**config.mk**
```make
export PLATFORM = sky130hd
export DESIGN_NAME = cssa_post
export DESIGN_NICKNAME = d
export VERILOG_FILES = /design/src/sv/cssa_pkg.sv /design/src/sv/cssa_post.sv
export SDC_FILE = /design/constraint.sdc
export NUM_CORES = 1
export LEC_CHECK = 0
export ABC_AREA = 1
export BUFFER_PORTS_ARGS = -buffer_cell sky130_fd_sc_hd__buf_2
export CAP_MARGIN = 0
export CELL_PAD_IN_SITES_DETAIL_PLACEMENT = 0
export CELL_PAD_IN_SITES_GLOBAL_PLACEMENT = 1
export CORE_ASPECT_RATIO = 0.8
export CORE_MARGIN = 2
export CORE_UTILIZATION = 40
export CTS_CLUSTER_SIZE = 14
export DETAILED_ROUTE_END_ITERATION = 8
export MAX_ROUTING_LAYER = met4
export PLACE_DENSITY = 0.94
export SLEW_MARGIN = 20
export SYNTH_ARGS = -nofsm -noshare
export SYNTH_HDL_FRONTEND = slang
export SYNTH_SLANG_ARGS = --single-unit
```
**constraint.sdc**
```tcl
create_clock -name clk -period 4.4 [get_ports clk]
set_input_delay 0.66 -clock clk [delete_from_list [all_inputs] [get_ports clk]]
set_output_delay 0.66 -clock clk [all_outputs]
set_load 0.02 [all_outputs]
```
**src/sv/cssa_pkg.sv**
```systemverilog
// Shared types, constants and tables of the CORDIC sine/cosine and atan2 unit.
// Depends on nothing; every other file of the unit imports it.
package cssa_pkg;

  // Default and legal range of the number of CORDIC steps.
  localparam int ITERATIONS_DEF = 25;
  localparam int ITER_MIN       = 8;
  localparam int ITER_MAX       = 28;

  // Field widths at the ports.
  localparam int ANGLE_IN_W  = 27;
  localparam int OPERAND_W   = 24;
  localparam int SINCOS_W    = 27;
  localparam int ANGLE_OUT_W = 28;

  // Width of the datapath words x, y and z inside the chain.
  localparam int DATA_W = 28;

  // Half a turn in angle units (2^25 per quarter turn).
  localparam logic signed [DATA_W-1:0] HALF_TURN = DATA_W'(64'sd67108864);
  localparam logic [DATA_W-1:0]        HALF_U    = DATA_W'(64'd67108864);
  localparam logic [DATA_W-1:0]        FULL_U    = DATA_W'(64'd134217728);

  // Operating modes.
  localparam logic MODE_SINCOS = 1'b0;
  localparam logic MODE_ATAN2  = 1'b1;

  // Word handed from one cell to the next. In sine/cosine mode quad holds the
  // quadrant of the input angle; in atan2 mode bit 0 marks a negative x and
  // bit 1 a negative y. In atan2 mode z holds minus the accumulated angle.
  typedef struct packed {
    logic                     mode;
    logic [1:0]               quad;
    logic signed [DATA_W-1:0] x;
    logic signed [DATA_W-1:0] y;
    logic signed [DATA_W-1:0] z;
  } stage_t;

  // Quadrant codes of the sine/cosine fold.
  localparam logic [1:0] QUAD_1 = 2'd0;
  localparam logic [1:0] QUAD_2 = 2'd1;
  localparam logic [1:0] QUAD_3 = 2'd2;
  localparam logic [1:0] QUAD_4 = 2'd3;

  // Sign codes of the atan2 fold: bit 1 set for a negative y, bit 0 for a
  // negative x.
  localparam logic [1:0] VEC_Q1 = 2'b00;
  localparam logic [1:0] VEC_Q2 = 2'b01;
  localparam logic [1:0] VEC_Q3 = 2'b11;
  localparam logic [1:0] VEC_Q4 = 2'b10;

  // Step count actually used, clamped to ITER_MIN..ITER_MAX.
  function automatic int clamp_steps(input int n);
    int r;
    r = n;
    if (r < ITER_MIN) r = ITER_MIN;
    if (r > ITER_MAX) r = ITER_MAX;
    return r;
  endfunction

  // Rounded arctangent of 2^-i, scaled to 2^25 units per quarter turn.
  function automatic logic signed [DATA_W-1:0] atan_entry(input int i);
    logic signed [DATA_W-1:0] r;
    unique case (i)
      0:       r = DATA_W'(64'sd16777216);
      1:       r = DATA_W'(64'sd9904169);
      2:       r = DATA_W'(64'sd5233091);
      3:       r = DATA_W'(64'sd2656399);
      4:       r = DATA_W'(64'sd1333354);
      5:       r = DATA_W'(64'sd667327);
      6:       r = DATA_W'(64'sd333745);
      7:       r = DATA_W'(64'sd166883);
      8:       r = DATA_W'(64'sd83443);
      9:       r = DATA_W'(64'sd41721);
      10:      r = DATA_W'(64'sd20861);
      11:      r = DATA_W'(64'sd10430);
      12:      r = DATA_W'(64'sd5215);
      13:      r = DATA_W'(64'sd2608);
      14:      r = DATA_W'(64'sd1304);
      15:      r = DATA_W'(64'sd652);
      16:      r = DATA_W'(64'sd326);
      17:      r = DATA_W'(64'sd163);
      18:      r = DATA_W'(64'sd81);
      19:      r = DATA_W'(64'sd41);
      20:      r = DATA_W'(64'sd20);
      21:      r = DATA_W'(64'sd10);
      22:      r = DATA_W'(64'sd5);
      23:      r = DATA_W'(64'sd3);
      24:      r = DATA_W'(64'sd1);
      25:      r = DATA_W'(64'sd1);
      default: r = '0;
    endcase
    return r;
  endfunction

  // Rounded inverse CORDIC gain for a given step count, scaled by 2^25.
  function automatic logic signed [DATA_W-1:0] gain_for(input int n);
    logic signed [DATA_W-1:0] r;
    unique case (n)
      8:       r = DATA_W'(64'sd20376235);
      9:       r = DATA_W'(64'sd20376079);
      10:      r = DATA_W'(64'sd20376040);
      11:      r = DATA_W'(64'sd20376031);
      12:      r = DATA_W'(64'sd20376028);
      13:      r = DATA_W'(64'sd20376028);
      default: r = DATA_W'(64'sd20376027);
    endcase
    return r;
  endfunction

endpackage

```
**src/sv/cssa_post.sv**
```systemverilog
// Exit stage: quadrant correction of the results and the output register.
// Depends on cssa_pkg.
module cssa_post
  import cssa_pkg::*;
(
  input  logic                          clk,
  input  logic                          rst_n,
  input  logic                          en,
  input  logic                          valid_in,
  input  stage_t                        d,
  output logic                          valid_r,
  output logic signed [SINCOS_W-1:0]    sine_r,
  output logic signed [SINCOS_W-1:0]    cosine_r,
  output logic signed [ANGLE_OUT_W-1:0] angle_r
);

  logic signed [DATA_W-1:0]      s_full;
  logic signed [DATA_W-1:0]      c_full;
  logic signed [SINCOS_W-1:0]    sine_nxt;
  logic signed [SINCOS_W-1:0]    cosine_nxt;
  logic signed [ANGLE_OUT_W-1:0] angle_nxt;

  // Sign correction per quadrant; the vector angle is rebuilt from -z.
  always_comb begin
    s_full     = '0;
    c_full     = '0;
    angle_nxt  = '0;
    if (d.mode == MODE_SINCOS) begin
      c_full = ((d.quad == QUAD_1) || (d.quad == QUAD_4)) ? d.x : -d.x;
      s_full = ((d.quad == QUAD_1) || (d.quad == QUAD_2)) ? d.y : -d.y;
    end else begin
      unique case (d.quad)
        VEC_Q1:  angle_nxt = ANGLE_OUT_W'(-d.z);
        VEC_Q2:  angle_nxt = ANGLE_OUT_W'(HALF_TURN + d.z);
        VEC_Q3:  angle_nxt = ANGLE_OUT_W'(-d.z - HALF_TURN);
        default: angle_nxt = ANGLE_OUT_W'(d.z);
      endcase
    end
    sine_nxt   = s_full[SINCOS_W-1:0];
    cosine_nxt = c_full[SINCOS_W-1:0];
  end

  always_ff @(posedge clk) begin
    if (!rst_n) begin
      valid_r <= 1'b0;
    end else if (en) begin
      valid_r <= valid_in;
    end
  end

  always_ff @(posedge clk) begin
    if (en) begin
      sine_r   <= sine_nxt;
      cosine_r <= cosine_nxt;
      angle_r  <= angle_nxt;
    end
  end

endmodule

```
==> results.toml <==
[synth]
syn-cell-area_mm2 = 0.00546
synth_seq_area_share = 0.455
synth.most_common_cell = "nand2_1"
ys_ff_latch = 83
synth_top_area_frac = 0.451
ys_warn_count = 0
postSynthAreaPerCell_um2 = 7.88
async_flop_share = 0
synth_edf_count = 82
synth_area_leaders = "edfxtp_1 (45%), nand2_1 (11%), a21oi_1 (6.6%)"
synth_nets = 791
synthTopCellsByCount = "nand2_1 (153), nor2_1 (90), edfxtp_1 (82), inv_1 (77), a21oi_1 (72)"
synth.largest_area_cell = "edfxtp_1"
syn_inst = 693
synth.distinct_cells = 44
synth-main-ff-cell = "edfxtp_1"

[route]
wl_um = 14800
firstDrtPassIters = 5
wl_per_cell_um = 14.2
drc = 0
drtIter0Drc = 369
via_per_inst = 4.97
detail-route-antenna-nets = 0
num_vias = 5190

[global_route]
gr-total-overflow = 0
grt_max_degree = 85
antenna_found_initial = 0
grt_pass1_vias = 4438
globalRouteTotalUtil = 0.207
grt_pass1_wl_um = 22600

[sta]
finalHoldViolations = 0
rsz0062_at_grt = "no"
finalClockSkew_ns = 0
period_minus_slack_ns = 2.51
worst_pin_slew_ns = 0.911
fin_ws_ns = 1.89
timing.final.crit_share = 0.570
report.final.slew_viol_count = 0
setup_viol = 0
max_freq_mhz = 399
setup_tns_ns = 0
relSlewSlack = 0.392

[clock_network]
cts_setup_buffers = 0
cts_hold_buffers = 0
cts_tree = "built"
cts_root_buffer = "clkbuf_16"
cts.sinks = 83
cts_resized = 0
h-tree-depth = 3
clock_latency_ns = 0.34
path_clk_slew_ns = 0.06
cts_buffers = 9
clock_path_buffers = 2

[pwr]
p_clk_frac = 0.347
power_frac_comb = 0.218
p_leak_uw = 0.00300
p_per_area_mw_per_mm2 = 329
switching_share = 0.300
switchingPower_uw = 671
seqPwrFrac = 0.435
ir_drop_uv = 174
intPower_uw = 1560

[cells_and_area]
area_growth_pct = 24.2
drive_above_1_share = 0.281
final_cells = 1044
diodes = 0
layout.nets = 957

[setup_path]
required_ns = 4.50
critPathTopFamily = "buffers and inverters"
reg2reg_to = "valid_r"
cp-startpoint = "d[84]"
crit_end = "sine_r[19]"
cpPeakStageDelay_ns = 0.41
rr_worst_depth = 2
start_kind = "input port"
critPathCaptureType = "flip-flop"
rrSetupSlack_ns = 3.75
path_cells = "buf_2, inv_1, ha_1, nor2_1, buf_4, inv_1, o21ai_2, a21oi_2, o21ai_0, o21ai_0, nor2_1"
crit_type = "in2reg"
cp.buffers_inverters = 4
crit_cells = 11
path_max_fanout = 20
r2r_start = "valid_r"
worstPathArrival_ns = 2.60
slowest_stage = "inv_1"

[run_status]
status = "finished clean"

[place]
post-place-ws_ns = 1.52
dp_cells = 1028
gp_congestion = 0.930
dpl.hpwl_um = 10900
port_buffers = 171

[die]
start_util = 0.406
die_y_um = 109
die_area_mm2 = 0.0146
die_w_um = 135
io-pin-count = 174
core_mm2 = 0.0135
rows = 38

[job]
maxCapViolations = 0

[min_path]
worstHoldPathType = "in2reg"
## cells in the final DEF, fill, tap and decap left out, types with 4 or more instances in the layout
cell / netlist / routed
buf_2: 5 / 170
nand2_1: 153 / 153
nor2_1: 90 / 90
edfxtp_1: 82 / 82
inv_1: 77 / 76
a21oi_1: 72 / 72
o21ai_0: 50 / 50
nand3_1: 34 / 34
nor3_1: 12 / 12
nor2_4: 11 / 11
nor2_2: 11 / 11
clkbuf_16: 0 / 9
nand4_1: 8 / 8
nand2_2: 7 / 7
ha_1: 7 / 7
inv_2: 6 / 6
a31oi_1: 5 / 5
o21ai_2: 5 / 5
xor2_1: 5 / 5
nand3_2: 4 / 4
## power by group through the flow
stage | Combinational, µW | Sequential, µW | Clock [µW]
floorplan | 200 | 1080 | 0
global placement | 483 | 987 | 0
detailed placement | 488 | 989 | 0
CTS | 490 | 974 | 796
global route | 540 | 978 | 825
finish | 488 | 972 | 774
## how the worst min path moves through the flow
stage / slack, ns / depth (start not counted) / endpoint / start
3_3_place_gp: 0.52 / 2 / valid_r / valid_r
2_1_floorplan: 0.61 / 2 / valid_r / valid_r
4_1_cts: 0.52 / 3 / valid_r / valid_in
5_1_grt: 0.53 / 3 / valid_r / valid_in
3_5_place_dp: 0.53 / 2 / valid_r / valid_r
6_report: 0.54 / 3 / valid_r / valid_in
## metrics by stage
stage | utilization | area, µm² | hold WS (ns) | total power (µW)
after floorplan | - | 5460 | 0.606 | 1280
after global placement | 0.482 | 6480 | 0.520 | 1470
after detailed placement | 0.482 | 6480 | 0.531 | 1480
after CTS | 0.504 | 6780 | 0.523 | 2260
after global routing | 0.504 | 6780 | 0.532 | 2340
final | 0.504 | 6780 | 0.542 | 2230
## flip-flops by register name, indices dropped and copies added, names as in the netlist
name,flops
cosine_r,27
angle_r,28
sine_r,27
valid_r,1
## routing by layer
| layer | up-vias | global-route usage | share of wire |
|---|---|---|---|
| met2 | 196 | 0.278 | 0.42 |
| met4 | 0 | 0.0639 | 0.012 |
| li1 | 2666 | - | - |
| met1 | 2316 | 0.298 | 0.49 |
| met3 | 12 | 0.0581 | 0.080 |
| met5 | - | - | 0 |
## cells by family (layout without fill, tap and decap cells)
family	after synthesis	in the layout	share of synthesized area
flip-flops	83	83	0.455
AND/OR/NAND/NOR	345	345	0.296
adder cells (fa/ha/maj)	7	7	0.0160
AO/OA/AOI/OAI	151	151	0.153
buffers and inverters	102	273	0.0726
XOR/XNOR	5	5	0.00802
## worst reg2reg max path, stage by stage (launching register included)
cell	delay [ns]
dfxtp_1	0.30
o21ai_0	0.16
a21oi_1	0.06
## final cells by class
cell class,instances,area (µm²)
Inverter,83,313
Fill cell,1311,6670
Timing Repair Buffer,174,885
Tap cell,180,225
Clock inverter,4,50.0
Clock buffer,12,246
Multi-Input combinational cell,508,2580
Sequential cell,83,2480
No activity file was read; power rests on OpenSTA's default activity.
