--- src/sv/cssa_pkg.sv ---
// Shared types, constants and tables of the CORDIC sine/cosine and atan2 unit.
// Depends on nothing; every other file of the unit imports it.
package cssa_pkg;

  // Default and legal range of the number of CORDIC steps.
  localparam int ITERATIONS_DEF = 25;
  localparam int ITER_MIN       = 8;
  localparam int ITER_MAX       = 28;

  // Field widths at the ports.
  localparam int ANGLE_IN_W  = 27;
  localparam int OPERAND_W   = 24;
  localparam int SINCOS_W    = 27;
  localparam int ANGLE_OUT_W = 28;

  // Width of the datapath words x, y and z inside the chain.
  localparam int DATA_W = 28;

  // Half a turn in angle units (2^25 per quarter turn).
  localparam logic signed [DATA_W-1:0] HALF_TURN = DATA_W'(64'sd67108864);
  localparam logic [DATA_W-1:0]        HALF_U    = DATA_W'(64'd67108864);
  localparam logic [DATA_W-1:0]        FULL_U    = DATA_W'(64'd134217728);

  // Operating modes.
  localparam logic MODE_SINCOS = 1'b0;
  localparam logic MODE_ATAN2  = 1'b1;

  // Word handed from one cell to the next. In sine/cosine mode quad holds the
  // quadrant of the input angle; in atan2 mode bit 0 marks a negative x and
  // bit 1 a negative y. In atan2 mode z holds minus the accumulated angle.
  typedef struct packed {
    logic                     mode;
    logic [1:0]               quad;
    logic signed [DATA_W-1:0] x;
    logic signed [DATA_W-1:0] y;
    logic signed [DATA_W-1:0] z;
  } stage_t;

  // Quadrant codes of the sine/cosine fold.
  localparam logic [1:0] QUAD_1 = 2'd0;
  localparam logic [1:0] QUAD_2 = 2'd1;
  localparam logic [1:0] QUAD_3 = 2'd2;
  localparam logic [1:0] QUAD_4 = 2'd3;

  // Sign codes of the atan2 fold: bit 1 set for a negative y, bit 0 for a
  // negative x.
  localparam logic [1:0] VEC_Q1 = 2'b00;
  localparam logic [1:0] VEC_Q2 = 2'b01;
  localparam logic [1:0] VEC_Q3 = 2'b11;
  localparam logic [1:0] VEC_Q4 = 2'b10;

  // Step count actually used, clamped to ITER_MIN..ITER_MAX.
  function automatic int clamp_steps(input int n);
    int r;
    r = n;
    if (r < ITER_MIN) r = ITER_MIN;
    if (r > ITER_MAX) r = ITER_MAX;
    return r;
  endfunction

  // Rounded arctangent of 2^-i, scaled to 2^25 units per quarter turn.
  function automatic logic signed [DATA_W-1:0] atan_entry(input int i);
    logic signed [DATA_W-1:0] r;
    unique case (i)
      0:       r = DATA_W'(64'sd16777216);
      1:       r = DATA_W'(64'sd9904169);
      2:       r = DATA_W'(64'sd5233091);
      3:       r = DATA_W'(64'sd2656399);
      4:       r = DATA_W'(64'sd1333354);
      5:       r = DATA_W'(64'sd667327);
      6:       r = DATA_W'(64'sd333745);
      7:       r = DATA_W'(64'sd166883);
      8:       r = DATA_W'(64'sd83443);
      9:       r = DATA_W'(64'sd41721);
      10:      r = DATA_W'(64'sd20861);
      11:      r = DATA_W'(64'sd10430);
      12:      r = DATA_W'(64'sd5215);
      13:      r = DATA_W'(64'sd2608);
      14:      r = DATA_W'(64'sd1304);
      15:      r = DATA_W'(64'sd652);
      16:      r = DATA_W'(64'sd326);
      17:      r = DATA_W'(64'sd163);
      18:      r = DATA_W'(64'sd81);
      19:      r = DATA_W'(64'sd41);
      20:      r = DATA_W'(64'sd20);
      21:      r = DATA_W'(64'sd10);
      22:      r = DATA_W'(64'sd5);
      23:      r = DATA_W'(64'sd3);
      24:      r = DATA_W'(64'sd1);
      25:      r = DATA_W'(64'sd1);
      default: r = '0;
    endcase
    return r;
  endfunction

  // Rounded inverse CORDIC gain for a given step count, scaled by 2^25.
  function automatic logic signed [DATA_W-1:0] gain_for(input int n);
    logic signed [DATA_W-1:0] r;
    unique case (n)
      8:       r = DATA_W'(64'sd20376235);
      9:       r = DATA_W'(64'sd20376079);
      10:      r = DATA_W'(64'sd20376040);
      11:      r = DATA_W'(64'sd20376031);
      12:      r = DATA_W'(64'sd20376028);
      13:      r = DATA_W'(64'sd20376028);
      default: r = DATA_W'(64'sd20376027);
    endcase
    return r;
  endfunction

endpackage

--- src/sv/cssa_fold.sv ---
// Entry stage: folds the angle or the (x, y) vector into the first quadrant.
// Depends on cssa_pkg.
module cssa_fold
  import cssa_pkg::*;
#(
  parameter int STEPS = ITERATIONS_DEF
) (
  input  logic                         clk,
  input  logic                         rst_n,
  input  logic                         en,
  input  logic                         valid_in,
  input  logic                         mode,
  input  logic [ANGLE_IN_W-1:0]        angle_in,
  input  logic signed [OPERAND_W-1:0]  x_in,
  input  logic signed [OPERAND_W-1:0]  y_in,
  output logic                         valid_r,
  output stage_t                       q_r
);

  logic [DATA_W-1:0]        th;
  logic [DATA_W-1:0]        z_mag;
  logic signed [DATA_W-1:0] xe;
  logic signed [DATA_W-1:0] ye;
  stage_t                   q_nxt;

  // Quadrant fold of the angle and sign fold of the vector.
  always_comb begin
    th    = DATA_W'(angle_in);
    xe    = DATA_W'(x_in);
    ye    = DATA_W'(y_in);
    z_mag = th;
    q_nxt = '0;
    q_nxt.mode = mode;
    if (mode == MODE_SINCOS) begin
      unique case (angle_in[ANGLE_IN_W-1 -: 2])
        QUAD_1:  z_mag = th;
        QUAD_2:  z_mag = HALF_U - th;
        QUAD_3:  z_mag = th - HALF_U;
        default: z_mag = FULL_U - th;
      endcase
      q_nxt.quad = angle_in[ANGLE_IN_W-1 -: 2];
      q_nxt.x    = gain_for(STEPS);
      q_nxt.y    = '0;
      q_nxt.z    = -$signed(z_mag);
    end else begin
      q_nxt.quad = {ye[DATA_W-1], xe[DATA_W-1]};
      q_nxt.x    = xe[DATA_W-1] ? -xe : xe;
      q_nxt.y    = ye[DATA_W-1] ? -ye : ye;
      q_nxt.z    = '0;
    end
  end

  // Stage registers: valid is reset, the payload is not.
  always_ff @(posedge clk) begin
    if (!rst_n) begin
      valid_r <= 1'b0;
    end else if (en) begin
      valid_r <= valid_in;
    end
  end

  always_ff @(posedge clk) begin
    if (en) begin
      q_r <= q_nxt;
    end
  end

endmodule

--- config.mk ---
export PLATFORM = sky130hd
export DESIGN_NAME = cssa_fold
export DESIGN_NICKNAME = d
export VERILOG_FILES = /design/src/sv/cssa_pkg.sv /design/src/sv/cssa_fold.sv
export SDC_FILE = /design/constraint.sdc
export NUM_CORES = 1
export LEC_CHECK = 0
export BUFFER_PORTS_ARGS = -buffer_cell sky130_fd_sc_hd__buf_4
export CAP_MARGIN = 25
export CORE_MARGIN = 2
export CORE_UTILIZATION = 47
export DETAILED_ROUTE_END_ITERATION = 12
export HOLD_SLACK_MARGIN = 0.02
export PLACE_DENSITY = 0.76
export SLEW_MARGIN = 20
export SYNTH_ARGS = -nofsm -noshare
export SYNTH_HDL_FRONTEND = slang
export SYNTH_SLANG_ARGS = --single-unit
--- constraint.sdc ---
create_clock -name clk -period 3.2 [get_ports clk]
set_input_delay 0.32 -clock clk [delete_from_list [all_inputs] [get_ports clk]]
set_output_delay 0.32 -clock clk [all_outputs]
set_load 0.05 [all_outputs]
==> out/qor.txt, run 1 <==
vias - 4745
GRT Total Usage - 21.9%
Syn Area/Cell - 10.2 sq um
maximum VDD drop - 0.000403 V
Clock Latency Late Sink - 0.34 ns
initial antenna violation count - 0
worst-path cell chain - buf_4 -> or4_4 -> or4_4 -> o41ai_2 -> nand3b_1 -> a2111o_1 -> nor4b_2 -> xor2_1 -> nor2_1
top cell type by total area after synthesis - edfxtp_1
root buffer cell - clkbuf_16
Tcrit/Tclk final - 90.0%
critical path startpoint category - primary input
core area - 11300 sq um
Post-synth EDFFs - 87
area of the multi-input gates - 2630 sq um
Psw - 1080 uW
instance count on the critical path - 9
Die Width - 111 microns
Hold Path Stages - 2
crit path time final - 2.88 ns
Slew headroom - 46.6%
Die H - 111 microns
worst path bufs/invs - 1
unrepaired setup endpoints after global routing - false
worst hold path type - in2reg
DR iter-0 viols - 244
async set-reset flop share out of synthesis - 0%
vias per cell - 5.49
I/O pin cnt - 168
Internal - 2310 uW
status - completed
top-count cell post-synth - edfxtp_1
clock skew - 0 ns
Final Max Tran Viols - 0
largest net degree at the start of global routing - 63
top post-synthesis cells by count - 87 x edfxtp_1, 68 x nor2_1, 51 x xor2_1, 44 x nand2_1, 29 x xnor2_1
Post-CTS Setup Bufs - 0
Post-DRT Antenna Nets - 0
Worst Tran Pin Value - 0.801 ns
Hold Fails Final Rpt - 0
post-DR wirelength/cell - 15.8 microns
post-route insts no fill - 865
H-Tree Depth - 3
first-pass GRT wire length - 22000 microns
post-synth top area share - 48.3%
Comb power frac - 28.6%
total power - 3380 uW
clock power share - 29.4%
max_cap viols - 0
Syn-to-layout area delta - 34.8%
Seq/Total Area, Yosys - 48.7%
Max FO, Critical Path - 7
clock tree buffer depth - 2
switch share - 31.8%
Register Area - 2630 sq um
share of power burned in registers - 42.0%
DRT Wirelength - 13700 microns
P_leak - 0.00290 uW
cts bufs inserted - 9
synth unique cells - 65
FILL cells - 949
CP Class - in2reg
fin nets - 802
Syn Std Cell Area - 5410 sq um
Worst Setup End Kind - flop
Max stage delay on crit path - 0.57 ns
Yosys reg bits - 88
most used flip-flop cell after synthesis - edfxtp_1
clock-pin slew of the registers on the worst-case setup and hold paths - 0.06 ns
Cells after DPL - 850
die area - 12400 sq um
clock sink count - 88
row count - 39
global route total overflow - 0
CTS tree - done
Area after DPL - 7000 sq um
Initial Util - 47.8%
# DRC - 0
GPL Wtd Cong - 0.886
synthesis warning total - 0
PwrDens - 464 nW/um^2
ANT cells - 0
vias in the first global route - 4624
CP top delay family - simple AND/OR/NAND/NOR gates
TritonRoute pass-1 iters - 4
port bufs - 167
WP data arrival - 2.96 ns
CP max-delay cell - or4_4
Worst EP required - 3.28 ns
cells on worst reg2reg path - 2
DP HPWL - 10500 microns
CP most frequent cell - or4_4
# setup viols final - 0
max frequency - 0.347 GHz
Post-CTS Hold Fix Bufs - 0
post-route cell area - 7290 sq um
synth top area cells - edfxtp_1 48%, xor2_1 8.3%, nor2_1 4.7%, xnor2_1 4.7%, nand2_1 3.1%
Syn Inst Count - 531
share of layout cells above drive strength 1 - 32.0%
## stage by stage
stage | util [%] | setup TNS [ns] | setup WS, ns | hold slack, ns
after floorplan | - | 0 | 0.0223 | 0.419
after global placement | 61.9 | 0 | 0.0116 | 0.501
after detailed placement | 61.9 | -0.0866 | -0.0681 | 0.515
after CTS | 64.3 | 0 | 0.285 | 0.184
after global routing | 64.4 | 0 | 0.0479 | 0.184
final | 64.4 | 0 | 0.319 | 0.194
## cells by family after synthesis
kind of cell	Yosys count	share of synthesized area [%]
muxes	6	1.16
and+or+nand+nor	200	18.9
adders and majority gates	4	0.926
AOI/OAI and AO/OA	107	13.9
other	1	0.0693
xor gates and xnor gates	80	13.0
buffers and inverters	45	3.42
DFF	88	48.7
## power by group through the flow
stage	Clock [uW]	Sequential, uW	Combinational [uW]
floorplan	0	1800	246
global placement	0	1440	951
detailed placement	0	1450	966
CTS	1010	1420	968
global route	1060	1430	1020
finish	994	1420	967
## timing repair
| item | 4_1_cts | 5_1_grt |
|---|---|---|
| gates resized for setup | 0 | 1 |
| endpoints found under the hold margin | 0 | 0 |
| setup endpoints to repair | 0 | 1 |
## worst paths after layout
| kind | startpoint | to | slack (ns) |
|---|---|---|---|
| hold / removal | rst_n | valid_r | 0.19 |
| setup reg to reg | valid_r | valid_r | 2.61 |
| hold reg to reg | valid_r | valid_r | 0.52 |
| setup / recovery | angle_in[11] | q_r[25] | 0.32 |
## worst register-to-register path: stages, from the launching register on
cell and delay (ns):
dfxtp_1 0.31, mux2i_1 0.12, nor2b_1 0.06
## layout by cell type (no fill, tap or decap), drive strengths merged, types with 3 or more instances in the layout
cell and instances:
nand2b 5, xor2 51, xnor2 29, o31ai 13
or3 12, a21oi 20, edfxtp 87, o211ai 5
or4 10, o41ai 12, nand4b 5, mux2i 4
and2 5, nor2b 6, nor4 7, inv 10
a21o 3, clkbuf 10, a21boi 3, nand4 4
a31oi 6, nor3 12, and3 4, clkinv 4
o21ai 24, nor4b 3, buf 204, conb 7
nand2 44, ha 4, or2 3, nand3 7
nor2 68
## registers in the layout, summed over array words and instances, names as in the netlist
name     count
valid_r      1
q_r         87
## routing by layer
| layer | share of wire, % | vias up | wire length (microns) | GRT usage [%] |
|---|---|---|---|---|
| met3 | 6.5 | 26 | 894 | 5.52 |
| met5 | 0 | - | 0 | 0 |
| met4 | 2.0 | 0 | 278 | 7.90 |
| li1 | - | 2316 | - | - |
| met2 | 50 | 180 | 6800 | 37.0 |
| met1 | 42 | 2223 | 5700 | 27.1 |
## cell type report
cell class                 count  share of cell area, %
sequential                    88                   36.1
timing repair buffer         204                   21.0
tap                          143                   2.46
inverter                      11                  0.567
clock inverter                 5                  0.670
multi-input combinational    404                   36.0
clock buffer                  10                   3.14
No activity file was read; power rests on OpenSTA's default activity.
==> run 2: changes to the inputs <==
--- a/config.mk
+++ b/config.mk
@@ -8,10 +8,11 @@
 export BUFFER_PORTS_ARGS = -buffer_cell sky130_fd_sc_hd__buf_4
 export CAP_MARGIN = 25
 export CORE_MARGIN = 2
-export CORE_UTILIZATION = 47
+export CORE_UTILIZATION = 45
 export DETAILED_ROUTE_END_ITERATION = 12
 export HOLD_SLACK_MARGIN = 0.02
-export PLACE_DENSITY = 0.76
+export PLACE_DENSITY = 0.71
+export SETUP_SLACK_MARGIN = 0.5
 export SLEW_MARGIN = 20
 export SYNTH_ARGS = -nofsm -noshare
 export SYNTH_HDL_FRONTEND = slang
==> constraint.sdc (replaced) <==
create_clock -name clk -period 3.5 [get_ports clk]
set_input_delay 0.35 -clock clk [delete_from_list [all_inputs] [get_ports clk]]
set_output_delay 0.35 -clock clk [all_outputs]
set_load 0.05 [all_outputs]
==> out/qor.txt, run 2 (synthesis results as in run 1) <==
vias in the first global route - 4329 (-6.4%)
Die H - 114 microns (+2.1%)
PwrDens - 415 nW/um^2 (-10%)
top flop regs - q_r x87, valid_r x1
DP HPWL - 9780 microns (-6.4%)
Post-DRT Antenna Nets - 0 (unchanged)
CP Capture Point - q_r[25]
Max stage delay on crit path - 0.60 ns (+0.03 ns)
Hold Fails Final Rpt - 0 (unchanged)
global route total overflow - 0 (unchanged)
CP Class - in2reg
worst hold path type - in2reg
post-DR wirelength/cell - 15.6 microns (-1.3%)
ANT cells - 0 (unchanged)
Tcrit/Tclk final - 83.4%
maximum VDD drop - 0.000219 V (-46%)
Worst Setup End Kind - flop
total negative setup slack - 0 ns (unchanged)
GRT Total Usage - 20.1% (-1.7 points)
vias per cell - 5.36 (-2.3%)
Initial Util - 45.6% (-2.2 points)
cts bufs inserted - 9 (unchanged)
initial antenna violation count - 0 (unchanged)
max frequency - 0.343 GHz
max_cap viols - 0 (unchanged)
r2r endpoint - valid_r
I/O pin cnt - 168 (unchanged)
cells on worst reg2reg path - 2 (unchanged)
die area - 12900 sq um (+4.3%)
# DRC - 0 (unchanged)
DRT Wirelength - 13300 microns (-2.9%)
unrepaired setup endpoints after global routing - false
first-pass GRT wire length - 20900 microns (-5.2%)
CP top delay family - simple AND/OR/NAND/NOR gates
flop-to-flop setup slack - 2.92 ns (+0.31 ns)
Area after DPL - 6890 sq um (-1.6%)
instance count on the critical path - 9 (unchanged)
DR iter-0 viols - 276 (+13%)
crit path time final - 2.92 ns
Max FO, Critical Path - 6 (-1)
vias - 4563 (-3.8%)
critical path startpoint category - primary input
Worst Tran Pin Value - 0.547 ns (-0.254 ns)
H-Tree Depth - 3 (unchanged)
worst path bufs/invs - 1 (unchanged)
Slew headroom - 63.2% (+17 points)
row count - 40 (+2.6%)
clock-pin slew of the registers on the worst-case setup and hold paths - 0.06 ns (about the same)
Die Width - 114 microns (+2.1%)
clock skew - 0 ns (unchanged)
root buffer cell - clkbuf_16
CP max-delay cell - or4_4
WP data arrival - 2.99 ns (+0.03 ns)
Worst EP required - 3.57 ns (+0.29 ns)
clock tree buffer depth - 2 (unchanged)
# setup viols final - 0 (unchanged)
core area - 11900 sq um (+4.8%)
Clock Latency Late Sink - 0.33 ns (about the same)
Final Max Tran Viols - 0 (unchanged)
CTS tree - done
TritonRoute pass-1 iters - 4 (unchanged)
Worst setup startpoint - angle_in[11]
P_leak - 0.00285 uW (-1.6%)
CP most frequent cell - or4_4
largest net degree at the start of global routing - 89 (+41%)
most common cell after layout, fill and taps aside - buf_4
most frequent cells in the layout - 183 x buf_4, 87 x edfxtp_1, 68 x nor2_1
Syn-to-layout area delta - 34.3%
fin nets - 784 (-2.2%)
fin util - 61.2% (-3.1 points)
worst-path cell chain - buf_6 -> or4_4 -> or4_4 -> nor3_4 -> a31oi_4 -> a2111o_1 -> nor4b_2 -> xor2_1 -> nor2_1
share of layout cells above drive strength 1 - 32.1% (+0.11 points)
FILL cells - 1019 (+7.4%)
Largest register FFs - 87 (unchanged)
status - completed
largest register by flop count - q_r
GPL Wtd Cong - 0.878 (-0.82%)
post-route cell area - 7260 sq um (-0.31%)
port bufs - 167 (unchanged)
FF-to-FF Start - valid_r
final hold slack - 0.237 ns (+0.0432 ns)
clock sink count - 88 (unchanged)
run 2: cell types whose count changed in the layout (fill, tap and decap cells not counted), moves of 2 or more:
cell	change
nor3_4	+2
buf_6	+2
nand2_1	-2
buf_4	-21
nand2_2	+2
nor4b_1	-2
run 2: through the flow:
step                instances  total power [uW]  setup WS (ns)
floorplan                 537              1880          0.347
global placement          829              2180          0.222
detailed placement        829              2190          0.140
CTS                       844              3030          0.507
global route              851              3140          0.460
finish                    851              3020          0.581
run 2: layout make-up:
type	count	area, sq um	share of cell area (%)
multi-input cells	404	2730	37.5
well taps	147	184	2.53
repair buffers	186	1420	19.6
clock buffers	11	233	3.20
flip-flops and latches	88	2630	36.2
inverters	11	41.3	0.568
clock inverters	4	22.5	0.310
run 2: repair_timing:
action / 4_1_cts / 5_1_grt
hold buffers: 0 / 0
setup buffers: 0 / 6
resized for setup: 0 / 11
setup endpoints to repair: 0 / 10
run 2: metal layers:
metal | up-vias | GRT usage, % | part of all wire (%)
met5 | - | 0 | 0
met4 | 0 | 6.34 | 1.4
met1 | 2125 | 26.7 | 44
met2 | 135 | 33.7 | 49
li1 | 2289 | - | -
met3 | 14 | 3.56 | 5.4
run 2: worst min path at each step:
| stage | to | slack, ns | cells past startpoint | startpoint |
|---|---|---|---|---|
| 3_3_place_gp | valid_r | 0.50 | 2 | valid_r |
| 5_1_grt | valid_r | 0.23 | 2 | rst_n |
| 6_report | valid_r | 0.24 | 2 | rst_n |
| 4_1_cts | valid_r | 0.23 | 2 | rst_n |
| 3_5_place_dp | valid_r | 0.51 | 2 | valid_r |
| 2_1_floorplan | q_r[86] | 0.45 | 0 | mode |
run 2: report_power, final:
| part | switching, uW | total, uW | internal (uW) |
|---|---|---|---|
| registers | 26.8 | 1300 | 1270 |
| logic | 586 | 878 | 292 |
| clock network | 371 | 844 | 472 |
| total | 984 | 3020 | 2030 |
==> run 3: changes to the inputs <==
--- a/config.mk
+++ b/config.mk
@@ -5,13 +5,14 @@
 export SDC_FILE = /design/constraint.sdc
 export NUM_CORES = 1
 export LEC_CHECK = 0
+export ABC_AREA = 1
 export BUFFER_PORTS_ARGS = -buffer_cell sky130_fd_sc_hd__buf_4
 export CAP_MARGIN = 25
 export CORE_MARGIN = 2
 export CORE_UTILIZATION = 45
 export DETAILED_ROUTE_END_ITERATION = 12
 export HOLD_SLACK_MARGIN = 0.02
-export PLACE_DENSITY = 0.71
+export PLACE_DENSITY = 0.73
 export SETUP_SLACK_MARGIN = 0.5
 export SLEW_MARGIN = 20
 export SYNTH_ARGS = -nofsm -noshare
==> constraint.sdc (replaced) <==
create_clock -name clk -period 2.3 [get_ports clk]
set_input_delay 0.23 -clock clk [delete_from_list [all_inputs] [get_ports clk]]
set_output_delay 0.23 -clock clk [all_outputs]
set_load 0.05 [all_outputs]
==> out/qor.txt, run 3 <==
status - completed
Syn Inst Count - 715 (+35%)
largest net degree at the start of global routing - 56 (-37%)
Syn-to-layout area delta - 42.9%
Max stage delay on crit path - 0.20 ns (-0.40 ns)
synth unique cells - 39 (-40%)
synth top area cells - edfxtp_1 47%, nand2_1 10%, inv_1 6.7%, nor2_1 6.6%, o21ai_0 5.2%
total power - 4830 uW (+60%)
clock tree buffer depth - 2 (unchanged)
P_leak - 0.00346 uW (+21%)
unrepaired setup endpoints after global routing - true
Post-synth EDFFs - 87 (unchanged)
clock skew - 0 ns (unchanged)
top flop regs - q_r x87, valid_r x1
DP HPWL - 11200 microns (+14%)
critical path startpoint category - primary input
async set-reset flop share out of synthesis - 0% (unchanged)
worst hold path type - in2reg
vias per cell - 5.26 (-1.9%)
max frequency - 0.550 GHz
Area after DPL - 7080 sq um (+2.7%)
crit path time final - 1.82 ns
CP max-delay cell - ha_4
post-synth top area share - 47.3% (-1.1 points)
Worst Setup End Kind - flop
I/O pin cnt - 168 (unchanged)
Final WS setup - 0.482 ns (-0.0994 ns)
top post-synthesis cells by count - 152 x nand2_1, 98 x inv_1, 97 x nor2_1, 87 x edfxtp_1, 57 x o21ai_0
# DRC - 0 (unchanged)
row count - 40 (unchanged)
share of layout cells above drive strength 1 - 34.8% (+2.7 points)
PwrDens - 611 nW/um^2 (+47%)
core area - 12000 sq um (+1.3%)
# setup viols final - 0 (unchanged)
CP Class - in2reg
Tcrit/Tclk final - 79.0%
top cell type by total area after synthesis - edfxtp_1
most frequent cells in the layout - 193 x buf_4, 126 x nand2_1, 91 x inv_1
Worst Tran Pin Value - 0.520 ns (-0.0272 ns)
first-pass GRT wire length - 23400 microns (+12%)
FILL cells - 974 (-4.4%)
Largest register FFs - 87 (unchanged)
most used flip-flop cell after synthesis - edfxtp_1
Syn Area/Cell - 7.73 sq um (-24%)
Post-DRT Antenna Nets - 0 (unchanged)
Die Width - 115 microns (+1.1%)
most common cell after layout, fill and taps aside - buf_4
H-Tree Depth - 3 (unchanged)
DR iter-0 viols - 423 (+53%)
max_cap viols - 0 (unchanged)
DRT Wirelength - 15200 microns (+15%)
global route total overflow - 0 (unchanged)
final hold slack - 0.129 ns (-0.109 ns)
worst-path cell chain - buf_8 -> inv_6 -> ha_4 -> o21ai_4 -> ha_4 -> nand2_2 -> nor2_2 -> nand2_2 -> nor2_4 -> nand2_2 -> nor2_4 -> nand2_2 -> nor2_2 -> nand3_1 -> nand2_1 -> nor2_1
Yosys reg bits - 88 (unchanged)
Syn Std Cell Area - 5530 sq um (+2.2%)
CTS tree - done
ANT cells - 0 (unchanged)
Die H - 115 microns (+1.1%)
dpl ws - -0.00814 ns (-0.148 ns)
Clock Latency Late Sink - 0.34 ns (about the same)
CP most frequent cell - nand2_2
Final Max Tran Viols - 0 (unchanged)
Post-CTS Hold Fix Bufs - 0 (unchanged)
Hold Fails Final Rpt - 0 (unchanged)
clock-pin slew of the registers on the worst-case setup and hold paths - 0.06 ns (about the same)
post-DR wirelength/cell - 14.3 microns (-8.5%)
TritonRoute pass-1 iters - 5 (+1)
Max FO, Critical Path - 5 (-1)
vias - 5605 (+23%)
fin nets - 998 (+27%)
Worst EP required - 2.40 ns (-1.17 ns)
GRT Total Usage - 22.3% (+2.1 points)
total negative setup slack - 0 ns (unchanged)
clock sink count - 88 (unchanged)
port bufs - 167 (unchanged)
Seq/Total Area, Yosys - 47.6% (-1.1 points)
Slew headroom - 65.3% (+2.1 points)
post-route cell area - 7900 sq um (+8.8%)
maximum VDD drop - 0.000346 V (+58%)
WP data arrival - 1.91 ns (-1.08 ns)
initial antenna violation count - 0 (unchanged)
top-count cell post-synth - nand2_1
root buffer cell - clkbuf_16
die area - 13200 sq um (+2.2%)
vias in the first global route - 4926 (+14%)
cts bufs inserted - 9 (unchanged)
largest register by flop count - q_r
synthesis warning total - 0 (unchanged)
GPL Wtd Cong - 0.857 (-2.5%)
Initial Util - 46.0% (+0.44 points)
run 3: changes by cell type after synthesis, moves of 14 or more:
cell | previous run | this run
inv_1 | 10 | 98
nand2_1 | 44 | 152
nand3_1 | 7 | 48
o21ai_0 | 21 | 57
a21oi_1 | 20 | 52
clkbuf_1 | 27 | 13
xnor2_1 | 29 | 0
nor2_1 | 68 | 97
xor2_1 | 51 | 1
run 3: kinds of logic (layout without fill, tap and decap cells):
| family | count (synthesis) | in the layout | share of synthesized area (%) |
|---|---|---|---|
| AOI/OAI and AO/OA | 129 | 129 | 12.4 |
| adders and majority gates | 4 | 4 | 0.905 |
| DFF | 88 | 88 | 47.6 |
| and+or+nand+nor | 374 | 374 | 30.6 |
| other | 1 | 7 | 0.0678 |
| xor gates and xnor gates | 2 | 2 | 0.453 |
| buffers and inverters | 117 | 315 | 8.06 |
run 3: area by class of cell:
cell class / instances / area [sq um] / share of cell area [%]
Clock buffer: 10 / 229 / 2.90
Clock inverter: 6 / 60.1 / 0.760
Inverter: 101 / 402 / 5.08
Multi-Input combinational cell: 516 / 2870 / 36.3
Sequential cell: 88 / 2630 / 33.3
Tap cell: 147 / 184 / 2.33
Timing Repair Buffer: 198 / 1530 / 19.4
run 3: path summary, 6_finish.rpt:
check	end	depth (start not counted)	start	slack [ns]
setup / recovery	q_r[24]	16	angle_in[1]	0.48
hold / removal	valid_r	3	valid_in	0.13
setup reg to reg	valid_r	2	valid_r	1.66
hold reg to reg	valid_r	2	valid_r	0.56
run 3: what timing repair did:
item                                    in CTS  in global routing
buffers inserted                             5                 19
resized for setup                           11                 88
endpoints found under the setup margin      11                 32
gates cloned                                 0                  0
pin swaps                                    8                 37
run 3: report_power, final:
group	internal [uW]	total, uW	switching [uW]
Sequential	1920	1960	42.2
Clock	836	1440	599
Combinational	449	1430	980
run 3: metal layers:
layer	up-vias	wire, microns	global-route usage (%)
met5	-	5	0
met2	238	7620	38.0
met1	2549	6300	28.9
met3	15	1100	3.80
li1	2801	-	-
met4	2	187	7.23
run 3: through the flow:
step | util [%] | instances
after floorplan | - | 721
after global placement | 58.9 | 1026
after detailed placement | 58.9 | 1026
after CTS | 62.1 | 1047
after global routing | 65.8 | 1066
final | 65.8 | 1066
run 3: worst max-delay path: cells and delay by family:
kind	cells	cell delay [ns]
simple gates	11	1.02
fa+ha+maj	2	0.36
compound gates	1	0.17
buf+inv	2	0.15
